File: src/rtl/tdd_pkg.sv
// Package: shared constants, codes and structs for the timed task dispatcher.
`timescale 1ns / 1ps
package tdd_pkg;

	localparam int TASK_SLOTS = 16;
	localparam int ID_W = 4;
	localparam int CNT_W = $clog2(TASK_SLOTS + 1);
	localparam int TICK_W = 16;
	localparam int DUE_W = 17;
	localparam logic [7:0] FAIL_ID = 8'hFF;
	localparam logic [TICK_W-1:0] TICK_WRAP_RST = 16'd1000;

	typedef enum logic [2:0] {
		OP_TICK       = 3'd0,
		OP_REGISTER   = 3'd1,
		OP_UNREGISTER = 3'd2,
		OP_READY      = 3'd3,
		OP_BLOCK      = 3'd4,
		OP_BLOCK_ALL  = 3'd5,
		OP_QUERY      = 3'd6,
		OP_SCHEDULE   = 3'd7
	} op_t;

	typedef enum logic [1:0] {
		STAT_OK   = 2'd0,
		STAT_ERR  = 2'd1,
		STAT_IDLE = 2'd2
	} status_t;

	typedef enum logic {
		S_IDLE = 1'b0,
		S_SCAN = 1'b1
	} state_t;

	// broadcast to every cell
	typedef struct packed {
		logic              act;
		op_t               op;
		logic [TICK_W-1:0] ivl;
		logic [TICK_W-1:0] tick;
		logic [TICK_W-1:0] wrap;
	} cell_cmd_t;

	// cell back to the controller
	typedef struct packed {
		logic hit;
		logic ready;
		logic present;
	} cell_stat_t;

	typedef struct packed {
		status_t         status;
		logic [ID_W-1:0] rid;
		logic            rdy;
		logic            run;
		logic [ID_W-1:0] nptr;
	} result_t;

endpackage

File: src/rtl/tdd_if.sv
// Interfaces: request and response channels of the dispatcher.
`timescale 1ns / 1ps
interface tdd_req_if;
	logic        valid;
	logic        ready;
	logic [2:0]  func;
	logic [3:0]  task_id;
	logic [15:0] interval;

	modport source (output valid, func, task_id, interval, input ready);
	modport sink (input valid, func, task_id, interval, output ready);
endinterface

interface tdd_rsp_if;
	logic       valid;
	logic       ready;
	logic [1:0] status;
	logic [3:0] result_id;
	logic       task_is_ready;
	logic       run_task;
	logic [3:0] next_pointer;

	modport source (output valid, status, result_id, task_is_ready, run_task, next_pointer,
		input ready);
	modport sink (input valid, status, result_id, task_is_ready, run_task, next_pointer,
		output ready);
endinterface

File: src/rtl/tdd_cell.sv
// Cell: one task table entry; evaluates the scan token and passes it on.
`timescale 1ns / 1ps
module tdd_cell (
	input  logic             clk,
	input  logic             arst_n,
	input  tdd_pkg::cell_cmd_t  cmd,
	input  logic             sel_id,
	input  logic             sel_reg,
	input  logic             tok_in,
	output logic             tok_out,
	output tdd_pkg::cell_stat_t stat
);
	import tdd_pkg::*;

	logic             ready_q;
	logic             present_q;
	logic             tok_q;
	logic [DUE_W-1:0] due_q;
	logic [TICK_W-1:0] ivl_q;
	logic             hit;

	assign hit = tok_in && ready_q && ({1'b0, cmd.tick} >= due_q);

	always_ff @(posedge clk or negedge arst_n) begin
		if (!arst_n) begin
			ready_q   <= 1'b0;
			present_q <= 1'b0;
			tok_q     <= 1'b0;
		end else begin
			tok_q <= tok_in && !hit;
			if (cmd.act) begin
				case (cmd.op)
					OP_REGISTER: begin
						if (sel_reg) begin
							present_q <= 1'b1;
							ready_q   <= 1'b0;
						end
					end
					OP_UNREGISTER: begin
						if (sel_id) begin
							present_q <= 1'b0;
							ready_q   <= 1'b0;
						end
					end
					OP_READY: begin
						if (sel_id) ready_q <= 1'b1;
					end
					OP_BLOCK: begin
						if (sel_id) ready_q <= 1'b0;
					end
					OP_BLOCK_ALL: begin
						ready_q <= 1'b0;
					end
					default: ;
				endcase
			end
		end
	end

	always_ff @(posedge clk) begin
		if (cmd.act && cmd.op == OP_REGISTER && sel_reg) begin
			due_q <= '0;
			ivl_q <= cmd.ivl;
		end else if (cmd.act && cmd.op == OP_UNREGISTER && sel_id) begin
			ivl_q <= '0;
		end else if (hit) begin
			due_q <= {1'b0, cmd.tick} + {1'b0, ivl_q};
		end else if (tok_in && due_q >= {1'b0, cmd.wrap}) begin
			due_q <= '0;
		end
	end

	assign tok_out       = tok_q;
	assign stat.hit      = hit;
	assign stat.ready    = ready_q;
	assign stat.present  = present_q;

endmodule

File: src/rtl/timed_task_dispatcher_core.sv
// Top level: task dispatcher controller with a chain of table cells.
//
//  channel  | dir  | handshake          | carries
//  req      | in   | valid/ready        | func, task_id, interval
//  rsp      | out  | valid/ready        | status, result_id, task_is_ready, run_task, next_pointer
//  cfg      | in   | cfg_we             | tick wrap value (cfg_wdata)
//
// All operations but schedule write their result into the output or skid register as
// they are accepted. Schedule passes a token down the cell chain, one cell per cycle,
// and ends when a ready task is due or the token leaves the last cell. One item is in
// work at a time; a result waits in the output register plus one skid register, so
// stalls on rsp do not block the next accept unless both are full. Reset clears the
// table flags and counters and sets the wrap value to 1000; no clearing pass.
`timescale 1ns / 1ps
module timed_task_dispatcher_core (
	input  logic        clk,
	input  logic        arst_n,
	tdd_req_if.sink     req,
	tdd_rsp_if.source   rsp,
	input  logic        cfg_we,
	input  logic [15:0] cfg_wdata
);
	import tdd_pkg::*;

	state_t            state_q, state_nxt;
	logic [CNT_W-1:0]  count_q;
	logic [TICK_W-1:0] tick_q;
	logic [TICK_W-1:0] wrap_q;
	logic [ID_W-1:0]   rr_q;
	logic              tok0_q;
	logic              o_vld_q, h_vld_q;
	result_t           o_q, h_q;

	cell_cmd_t         cmd;
	cell_stat_t        stat [TASK_SLOTS];
	logic              tok [TASK_SLOTS];
	logic              sel_id [TASK_SLOTS];
	logic              sel_reg [TASK_SLOTS];

	op_t               op;
	logic              acc, pop, known, full;
	logic              hit_any, hit_run, tok_end, scan_done, done;
	logic [ID_W-1:0]   hit_idx, hit_nxt;
	logic [TICK_W-1:0] tick_inc;
	result_t           res_imm, res_scan, res;

	assign op    = op_t'(req.func);
	assign acc   = req.valid && req.ready;
	assign pop   = rsp.valid && rsp.ready;
	assign known = {1'b0, req.task_id} < count_q;
	assign full  = count_q >= CNT_W'(TASK_SLOTS);

	assign cmd.act  = acc;
	assign cmd.op   = op;
	assign cmd.ivl  = req.interval;
	assign cmd.tick = tick_q;
	assign cmd.wrap = wrap_q;

	genvar gi;
	generate
		for (gi = 0; gi < TASK_SLOTS; gi++) begin : g_cell
			assign sel_id[gi]  = known && (req.task_id == ID_W'(gi));
			assign sel_reg[gi] = count_q == CNT_W'(gi);
			tdd_cell u_cell (
				.clk     (clk),
				.arst_n  (arst_n),
				.cmd     (cmd),
				.sel_id  (sel_id[gi]),
				.sel_reg (sel_reg[gi]),
				.tok_in  ((gi == 0) ? tok0_q : tok[(gi == 0) ? 0 : gi - 1]),
				.tok_out (tok[gi]),
				.stat    (stat[gi])
			);
		end
	endgenerate

	assign tok_end = tok[TASK_SLOTS-1];

	always_comb begin
		hit_any = 1'b0;
		hit_run = 1'b0;
		hit_idx = '0;
		for (int i = 0; i < TASK_SLOTS; i++) begin
			if (stat[i].hit) begin
				hit_any = 1'b1;
				hit_run = stat[i].present;
				hit_idx = hit_idx | ID_W'(i);
			end
		end
	end

	assign hit_nxt = (({1'b0, hit_idx} + 1'b1) == count_q) ? '0 : hit_idx + 1'b1;

	always_comb begin
		res_scan.status = hit_any ? STAT_OK : STAT_IDLE;
		res_scan.rid    = hit_any ? hit_idx : '0;
		res_scan.rdy    = 1'b0;
		res_scan.run    = hit_any && hit_run;
		res_scan.nptr   = hit_any ? hit_nxt : '0;
	end

	always_comb begin
		res_imm.status = STAT_OK;
		res_imm.rid    = '0;
		res_imm.rdy    = 1'b0;
		res_imm.run    = 1'b0;
		res_imm.nptr   = rr_q;
		case (op)
			OP_REGISTER: begin
				if (full) begin
					res_imm.status = STAT_ERR;
					res_imm.rid    = FAIL_ID[ID_W-1:0];
				end else begin
					res_imm.rid = count_q[ID_W-1:0];
				end
			end
			OP_UNREGISTER, OP_READY, OP_BLOCK: begin
				if (!known) res_imm.status = STAT_ERR;
			end
			OP_QUERY: begin
				if (known) res_imm.rdy = stat[req.task_id].ready;
				else res_imm.status = STAT_ERR;
			end
			default: ;
		endcase
	end

	// next state
	always_comb begin
		state_nxt = state_q;
		case (state_q)
			S_IDLE: begin
				if (acc && op == OP_SCHEDULE) state_nxt = S_SCAN;
			end
			S_SCAN: begin
				if (hit_any || tok_end) state_nxt = S_IDLE;
			end
			default: state_nxt = S_IDLE;
		endcase
	end

	// outputs
	always_comb begin
		scan_done = 1'b0;
		done      = 1'b0;
		res       = res_imm;
		req.ready = 1'b0;
		case (state_q)
			S_IDLE: begin
				req.ready = !h_vld_q;
				done      = acc && op != OP_SCHEDULE;
			end
			S_SCAN: begin
				scan_done = hit_any || tok_end;
				done      = scan_done;
				res       = res_scan;
			end
			default: ;
		endcase
	end

	always_comb begin
		tick_inc = tick_q + 1'b1;
		if (tick_inc >= wrap_q) tick_inc = '0;
	end

	always_ff @(posedge clk or negedge arst_n) begin
		if (!arst_n) begin
			state_q <= S_IDLE;
			count_q <= '0;
			tick_q  <= '0;
			wrap_q  <= TICK_WRAP_RST;
			rr_q    <= '0;
			tok0_q  <= 1'b0;
			o_vld_q <= 1'b0;
			h_vld_q <= 1'b0;
		end else begin
			state_q <= state_nxt;
			tok0_q  <= acc && op == OP_SCHEDULE;
			if (cfg_we) wrap_q <= cfg_wdata;
			if (acc && op == OP_TICK) tick_q <= tick_inc;
			if (acc && op == OP_REGISTER && !full) count_q <= count_q + 1'b1;
			if (scan_done) rr_q <= res_scan.nptr;
			if (done) begin
				if (!o_vld_q || pop) o_vld_q <= 1'b1;
				else h_vld_q <= 1'b1;
			end else if (pop) begin
				if (h_vld_q) h_vld_q <= 1'b0;
				else o_vld_q <= 1'b0;
			end
		end
	end

	always_ff @(posedge clk) begin
		if (done) begin
			if (!o_vld_q || pop) o_q <= res;
			else h_q <= res;
		end else if (pop && h_vld_q) begin
			o_q <= h_q;
		end
	end

	assign rsp.valid         = o_vld_q;
	assign rsp.status        = o_q.status;
	assign rsp.result_id     = o_q.rid;
	assign rsp.task_is_ready = o_q.rdy;
	assign rsp.run_task      = o_q.run;
	assign rsp.next_pointer  = o_q.nptr;

endmodule

File: src/flat_wrapper.sv
// flat-port wrapper written by rule: the top's interface ports become plain ports
module timed_task_dispatcher_core_flat import tdd_pkg::*;
  (clk, arst_n, cfg_we, cfg_wdata, req_valid, req_func, req_task_id, req_interval, req_ready, rsp_valid, rsp_status, rsp_result_id, rsp_task_is_ready, rsp_run_task, rsp_next_pointer, rsp_ready);
  tdd_req_if req_i ();
  tdd_rsp_if rsp_i ();
  input  logic clk;
  input  logic arst_n;
  input  logic cfg_we;
  input  logic [15:0] cfg_wdata;
  input wire logic [$bits(req_i.valid)-1:0] req_valid;
  input wire logic [$bits(req_i.func)-1:0] req_func;
  input wire logic [$bits(req_i.task_id)-1:0] req_task_id;
  input wire logic [$bits(req_i.interval)-1:0] req_interval;
  output wire logic [$bits(req_i.ready)-1:0] req_ready;
  output wire logic [$bits(rsp_i.valid)-1:0] rsp_valid;
  output wire logic [$bits(rsp_i.status)-1:0] rsp_status;
  output wire logic [$bits(rsp_i.result_id)-1:0] rsp_result_id;
  output wire logic [$bits(rsp_i.task_is_ready)-1:0] rsp_task_is_ready;
  output wire logic [$bits(rsp_i.run_task)-1:0] rsp_run_task;
  output wire logic [$bits(rsp_i.next_pointer)-1:0] rsp_next_pointer;
  input wire logic [$bits(rsp_i.ready)-1:0] rsp_ready;
  assign req_i.valid = req_valid;
  assign req_i.func = req_func;
  assign req_i.task_id = req_task_id;
  assign req_i.interval = req_interval;
  assign req_ready = req_i.ready;
  assign rsp_valid = rsp_i.valid;
  assign rsp_status = rsp_i.status;
  assign rsp_result_id = rsp_i.result_id;
  assign rsp_task_is_ready = rsp_i.task_is_ready;
  assign rsp_run_task = rsp_i.run_task;
  assign rsp_next_pointer = rsp_i.next_pointer;
  assign rsp_i.ready = rsp_ready;
  timed_task_dispatcher_core u_core (.clk(clk), .arst_n(arst_n), .req(req_i), .rsp(rsp_i), .cfg_we(cfg_we), .cfg_wdata(cfg_wdata));
endmodule
File: config.mk
export PLATFORM = sky130hd
export DESIGN_NAME = timed_task_dispatcher_core_flat
export DESIGN_NICKNAME = d
export VERILOG_FILES = /design/src/rtl/tdd_pkg.sv /design/src/rtl/tdd_if.sv /design/src/rtl/tdd_cell.sv /design/src/rtl/timed_task_dispatcher_core.sv /design/src/flat_wrapper.sv
export SDC_FILE = /design/constraint.sdc
export NUM_CORES = 2
export LEC_CHECK = 0
export ABC_AREA = 1
export ABC_CLOCK_PERIOD_IN_PS = 4400
export BUFFER_PORTS_ARGS = -buffer_cell sky130_fd_sc_hd__buf_4
export CAP_MARGIN = 20
export CORE_MARGIN = 2
export CORE_UTILIZATION = 40
export DETAILED_ROUTE_END_ITERATION = 8
export GPL_ROUTABILITY_DRIVEN = 0
export PLACE_DENSITY_LB_ADDON = 0.1
export SYNTH_ARGS = -nofsm -noshare
export SYNTH_HDL_FRONTEND = slang
export SYNTH_SLANG_ARGS = --single-unit
export TNS_END_PERCENT = 10
File: constraint.sdc
create_clock -name clk -period 4.4 [get_ports clk]
set_input_delay 0.22 -clock clk [delete_from_list [all_inputs] [get_ports clk]]
set_output_delay 0.22 -clock clk [all_outputs]
set_load 0.02 [all_outputs]
# Yosys cells after proc, flatten, opt, wreduce, memory -nomap -nowiden
# Cells that the tools add are included.
[op_classes]
n_addsub = 20
magnitude_cmp = 36
n_eq_ne = 106
mux = 239
n_bitwise = 19
n_reduce_logical = 236
[op_table]
columns = ["operator", "count"]
rows = [
  ["17-bit two-way mux", 32],
  ["16-bit two-way mux", 33],
  ["16-bit by 16-bit adder with 17-bit output", 16],
  ["16-bit by 17-bit greater-or-equal comparator with 1-bit output", 16],
  ["17-bit by 16-bit greater-or-equal comparator with 1-bit output", 16],
  ["1-bit logical AND", 122],
  ["1-bit two-way mux", 112],
  ["2-bit != test, second input constant", 51],
  ["5-bit AND reduction", 16],
  ["2-bit nonzero test", 35],
  ["1-bit one-hot mux with 4 select lines", 16],
  ["4-bit AND reduction", 16],
  ["4-bit two-way mux", 13],
  ["12-bit two-way mux", 4],
  ["5-bit by 4-bit == test with 1-bit output, second input constant", 8],
  ["2-bit AND reduction", 19],
  ["1-bit one-hot mux with 2 select lines", 18],
  ["4-bit == test, second input constant", 8],
  ["2-bit by 1-bit != test with 1-bit output, second input constant", 16],
  ["5-bit by 3-bit == test with 1-bit output, second input constant", 4],
  ["1-bit logical NOT", 19],
  ["1-bit inverter", 18],
  ["16-bit by 1-bit adder with 16-bit output, second input constant", 1],
  ["4-bit by 3-bit == test with 1-bit output, second input constant", 4],
  ["28 further kinds", 43],
]
[totals]
regBits = 645
input_bits = 44
out_inout_bits = 14
wordCells = 754

# Logic depth before layout (Yosys ltp)
[logic_depth]
depth_word = 24
ltp_mapped = 30

# Modules after synthesis
# A second synthesis with hierarchy kept.
[unflattened]
hier_cells = 8818
area_unflattened_um2 = 58755.1
[modules_own_cells]
columns = ["mod", "instances", "cells_each", "area_per_inst_um2"]
rows = [
  ["tdd_cell at u_core.g_cell[12].u_cell ...", 9, 515, 3398.3],
  ["tdd_cell at u_core.g_cell[0].u_cell ...", 6, 513, 3378.2],
  ["timed_task_dispatcher_core", 1, 598, 4529.3],
  ["tdd_cell at u_core.g_cell[9].u_cell", 1, 507, 3372.0],
]

# Worst setup path after synthesis
# Ideal clock, no wire load.
[synth_timing]
path_type = "flip-flop to flip-flop"
start = "register u_core.tick_q[1]"
end = "register u_core.tick_q[12]"
t_arrival_ps = 4706
t_required_ps = 4316
path_slack_ps = -390
path_stages_with_launch = 22
path_buffers = 1
synth_period_minus_slack_ps = 4790
cell_sequence = "dfrtp_1 nand3_1 nor3_1 inv_1 nor3_1 nand2_1 nor2_1 inv_1 nor2_1 inv_1 nor3_1 nand4_1 xor2_1 ha_1 nand4_1 inv_1 a2111oi_0 nand3_1 inv_1 clkbuf_1 nand3_1 o21ai_0"
[synth_via]
elab_chain_cells = 3
[synth_lines]
columns = ["item", "line", "text"]
rows = [
  ["start: declaration", "timed_task_dispatcher_core.sv:27", "logic [TICK_W-1:0] tick_q;"],
  ["start signal: assignment", "timed_task_dispatcher_core.sv:181", "if (acc && op == OP_TICK) tick_q <= tick_inc;"],
  ["16-bit by 1-bit adder with 16-bit output *", "timed_task_dispatcher_core.sv:163", "tick_inc = tick_q + 1'b1;"],
  ["16-bit greater-or-equal comparator", "timed_task_dispatcher_core.sv:164", "if (tick_inc >= wrap_q) tick_inc = '0;"],
  ["16-bit two-way mux *", "timed_task_dispatcher_core.sv:164", ""],
]
# Mark *: on every way between the ends. The rest lies on a longest branch, timed or not.
# A chain may end at the register's enable or synchronous reset.

==> results.ini <==
[status]
status=complete, no violations

[detailed_routing]
final_antenna_net_count=0
avgRoutedWirePerCell_um=23.1
routed_wl_um=188000
drcViolationCount=0
num_vias=44800
firstDrtPassIters=5
viasPerCell=5.49
drt_iter0_drc=4359

[pwr]
power_leakage_uw=0.0243
power_density_nw_per_um2=264
ir_drop_mv=0.278
total_power_uw=14700

[yosys]
synth_cell_types=68
ys.warnings.count=0
synth-seq-area-share_pct=33.5
synth_seq_cells=645
postSynthCellCount=6198
synth-edff-count=280
async_flop_share_pct=14.4
ys.flop_type=edfxtp_1
postSynthNetCount=7052
netlist_area_um2=48300
avgSynthCellArea_um2=7.79

[global_route]
grt_usage_pct=30.1
antenna_found_initial=17
grt_pass1_wl_um=274000
grt_max_degree=70
grt_pass1_vias=41700
gr-total-overflow=0

[die]
start_util_pct=40.3
rows=127
coreArea_um2=120000
dieArea_um2=124000
die_x_um=352
die_h_um=352
num_io_pins=58

[final_layout]
seqCellArea_um2=16200
fin_cells=8155
mostFrequentLayoutCell=nand2_1
final_cell_mix=1071 x nand2_1, 804 x inv_1, 794 x ha_1, 793 x a21oi_1, 681 x nor2_1
multi_input_comb_area_um2=28500
final_core_util_pct=46.3
nNetsFinal=7323
post-route-cell-area_um2=55400
num-fill-cells=12100
areaGrowthSynthToFinish_pct=14.8
drive_gt1_share_pct=7.86

[placed_design]
dp.cells=7941
port_buffers=57
dp_hpwl_um=133000
placed_cell_area_um2=52000

[clocking]
cts_sinks=645
cts_tree=yes
clk_pin_slew_ns=0.06
root_buffer=clkbuf_16
cts_made_buffers=84
clkLatencyLatePin_ns=0.68
cts_max_level=3
clockBufferDepth=3

[worst_setup_path]
cp-start-kind=flop
path_max_fanout=13
reg2reg_depth=22
crit_arrival_ns=4.50
endpoint_kind=flop
worstPathRequired_ns=4.83
path_class=flop to flop

[sta]
max_freq_ghz=0.246
max_slew.worst_pin.slew_ns=1.13
maxSlewHeadroom_pct=24.5
drv_slew=0
setup_violations=0
hold_violations=0
min_period_over_period_pct=92.6
fin_tns_setup_ns=0
timing.final.crit_period_ns=4.07
finClkSkew_ns=0.0388

[run]
maxCapViolations=0

[worst_hold_path]
worstHoldPathCells=5
hp-class=input pin to flop

[metrics by stage]
| step | setup WS, ns | hold WS (ns) |
|---|---|---|
| floorplan | 0.174 | -0.0756 |
| global placement | 0.177 | 0.344 |
| detailed placement | 0.142 | 0.350 |
| CTS | 0.117 | 0.000586 |
| global route | -0.00907 | 0.0434 |
| finish | 0.327 | 0.0470 |
[repair_timing]
item | CTS | global route
setup endpoints to repair | 0 | 22
resized for setup | 0 | 7
setup buffers | 0 | 4
hold endpoints to repair | 87 | 0
hold buffers | 50 | 0
[power by group]
part / leakage, uW / internal [uW] / switching, uW
sequential: 0.00531 / 6220 / 17.8
combinational: 0.0176 / 318 / 758
clock: 0.00141 / 4370 / 2970
total: 0.0243 / 10900 / 3750
[per-layer routing]
layer	GRT usage (%)	vias up	routed length, um
li1	-	21800	-
met3	4.35	293	12900
met1	41.8	21200	84800
met5	0	-	82
met4	9.83	12	6910
met2	47.9	1469	83600
[cell usage after synthesis, types with 6 or more instances]
library cell | instances | share of area, %
nor2_2 | 6 | 0.078
clkbuf_1 | 84 | 0.65
nor4_1 | 14 | 0.18
nand3b_1 | 12 | 0.19
dfstp_2 | 6 | 0.33
or2_2 | 46 | 0.60
inv_1 | 820 | 6.4
nand3_1 | 183 | 1.9
nand2_2 | 8 | 0.10
a21boi_0 | 13 | 0.20
o41ai_1 | 6 | 0.11
nand4_1 | 130 | 1.7
o21ai_1 | 38 | 0.39
fa_1 | 16 | 0.66
buf_2 | 16 | 0.17
nor3_1 | 91 | 0.94
o211ai_1 | 43 | 0.67
a21o_1 | 25 | 0.39
a311oi_1 | 11 | 0.20
edfxtp_1 | 280 | 17
o31ai_1 | 18 | 0.28
o22ai_1 | 17 | 0.22
dfrtp_1 | 87 | 4.5
ha_1 | 794 | 21
o2111ai_1 | 16 | 0.29
o21ai_0 | 359 | 3.7
nand2_1 | 1074 | 8.3
o21a_1 | 22 | 0.34
inv_2 | 15 | 0.12
nor2_1 | 682 | 5.3
xor2_1 | 78 | 1.4
a21oi_1 | 793 | 8.2
o21bai_1 | 29 | 0.45
a211oi_1 | 21 | 0.33
o221ai_1 | 8 | 0.15
dfxtp_1 | 272 | 11
[state kept, by name, indices dropped and copies added, names as in the netlist]
signal                          count
u_core.g_cell.u_cell.ivl_q        256
u_core.count_q                      5
u_core.h_q                         12
u_core.h_vld_q                      1
u_core.state_q                      1
u_core.g_cell.u_cell.ready_q       16
u_core.g_cell.u_cell.tok_out       16
u_core.rr_q                         4
u_core.rsp.run_task                 1
u_core.rsp.result_id                4
u_core.tok0_q                       1
u_core.rsp.status                   2
u_core.wrap_q                      16
u_core.g_cell.u_cell.due_q        272
u_core.rsp.next_pointer             4
u_core.rsp.task_is_ready            1
u_core.tick_q                      16
u_core.g_cell.u_cell.present_q     16
u_core.rsp.valid                    1
[cell families (layout without fill, tap and decap cells)]
| family | after synthesis | count (layout) | share of synthesized area [%] |
|---|---|---|---|
| XOR/XNOR | 82 | 82 | 1.49 |
| other | 0 | 3 | 0 |
| AO/OA/AOI/OAI | 1448 | 1448 | 16.6 |
| buffers and inverters | 951 | 1293 | 7.50 |
| multiplexers | 1 | 1 | 0.0233 |
| adder cells (fa/ha/maj) | 810 | 810 | 21.2 |
| AND/OR/NAND/NOR | 2261 | 2261 | 19.6 |
| flip-flops | 645 | 645 | 33.5 |
[path summary, 6_finish.rpt]
kind / from / to / slack, ns
hold / removal: req_func[2] / u_core.g_cell[15].u_cell.ready_q$_DFFE_PN0P_ / 0.05
setup reg to reg: u_core.tick_q[10]$_DFFE_PN0P_ / u_core.rsp.next_pointer[3]$_DFFE_PP_ / 0.33
max in group asynchronous: arst_n / u_core.wrap_q[7]$_DFFE_PN1P_ / 3.13
setup / recovery: u_core.tick_q[10]$_DFFE_PN0P_ / u_core.rsp.next_pointer[3]$_DFFE_PP_ / 0.33
min in group asynchronous: arst_n / u_core.g_cell[15].u_cell.present_q$_DFFE_PN0P_ / 0.24
hold reg to reg: u_core.g_cell[8].u_cell.due_q[6]$_SDFFE_PP0P_ / u_core.g_cell[8].u_cell.due_q[6]$_SDFFE_PP0P_ / 0.48
[critical path, stage by stage (launching register included)]
cell	delay (ns)
dfrtp_4	0.61
buf_12	0.23
ha_1	0.32
nand2_1	0.08
inv_1	0.04
o21ai_0	0.13
a21oi_1	0.08
nor2_1	0.12
nand4_1	0.18
nand2_2	0.22
inv_1	0.10
nor3_2	0.24
nand2_1	0.15
ha_1	0.35
xnor2_1	0.15
o21ai_1	0.07
a21oi_1	0.12
nand3_1	0.10
nand3b_4	0.18
nand3_1	0.10
nand2_1	0.10
nand2_1	0.08
nand2_1	0.05
[area by class of cell]
cell class              count  share of cell area, %
clock inverters            40                  0.774
clock buffers             117                   4.43
diodes                      3                 0.0135
inverters                 841                   5.70
multi-input cells        4602                   51.4
well taps                1612                   3.64
flip-flops and latches    645                   29.3
repair buffers            295                   4.72
No activity file was read; power rests on OpenSTA's default activity.
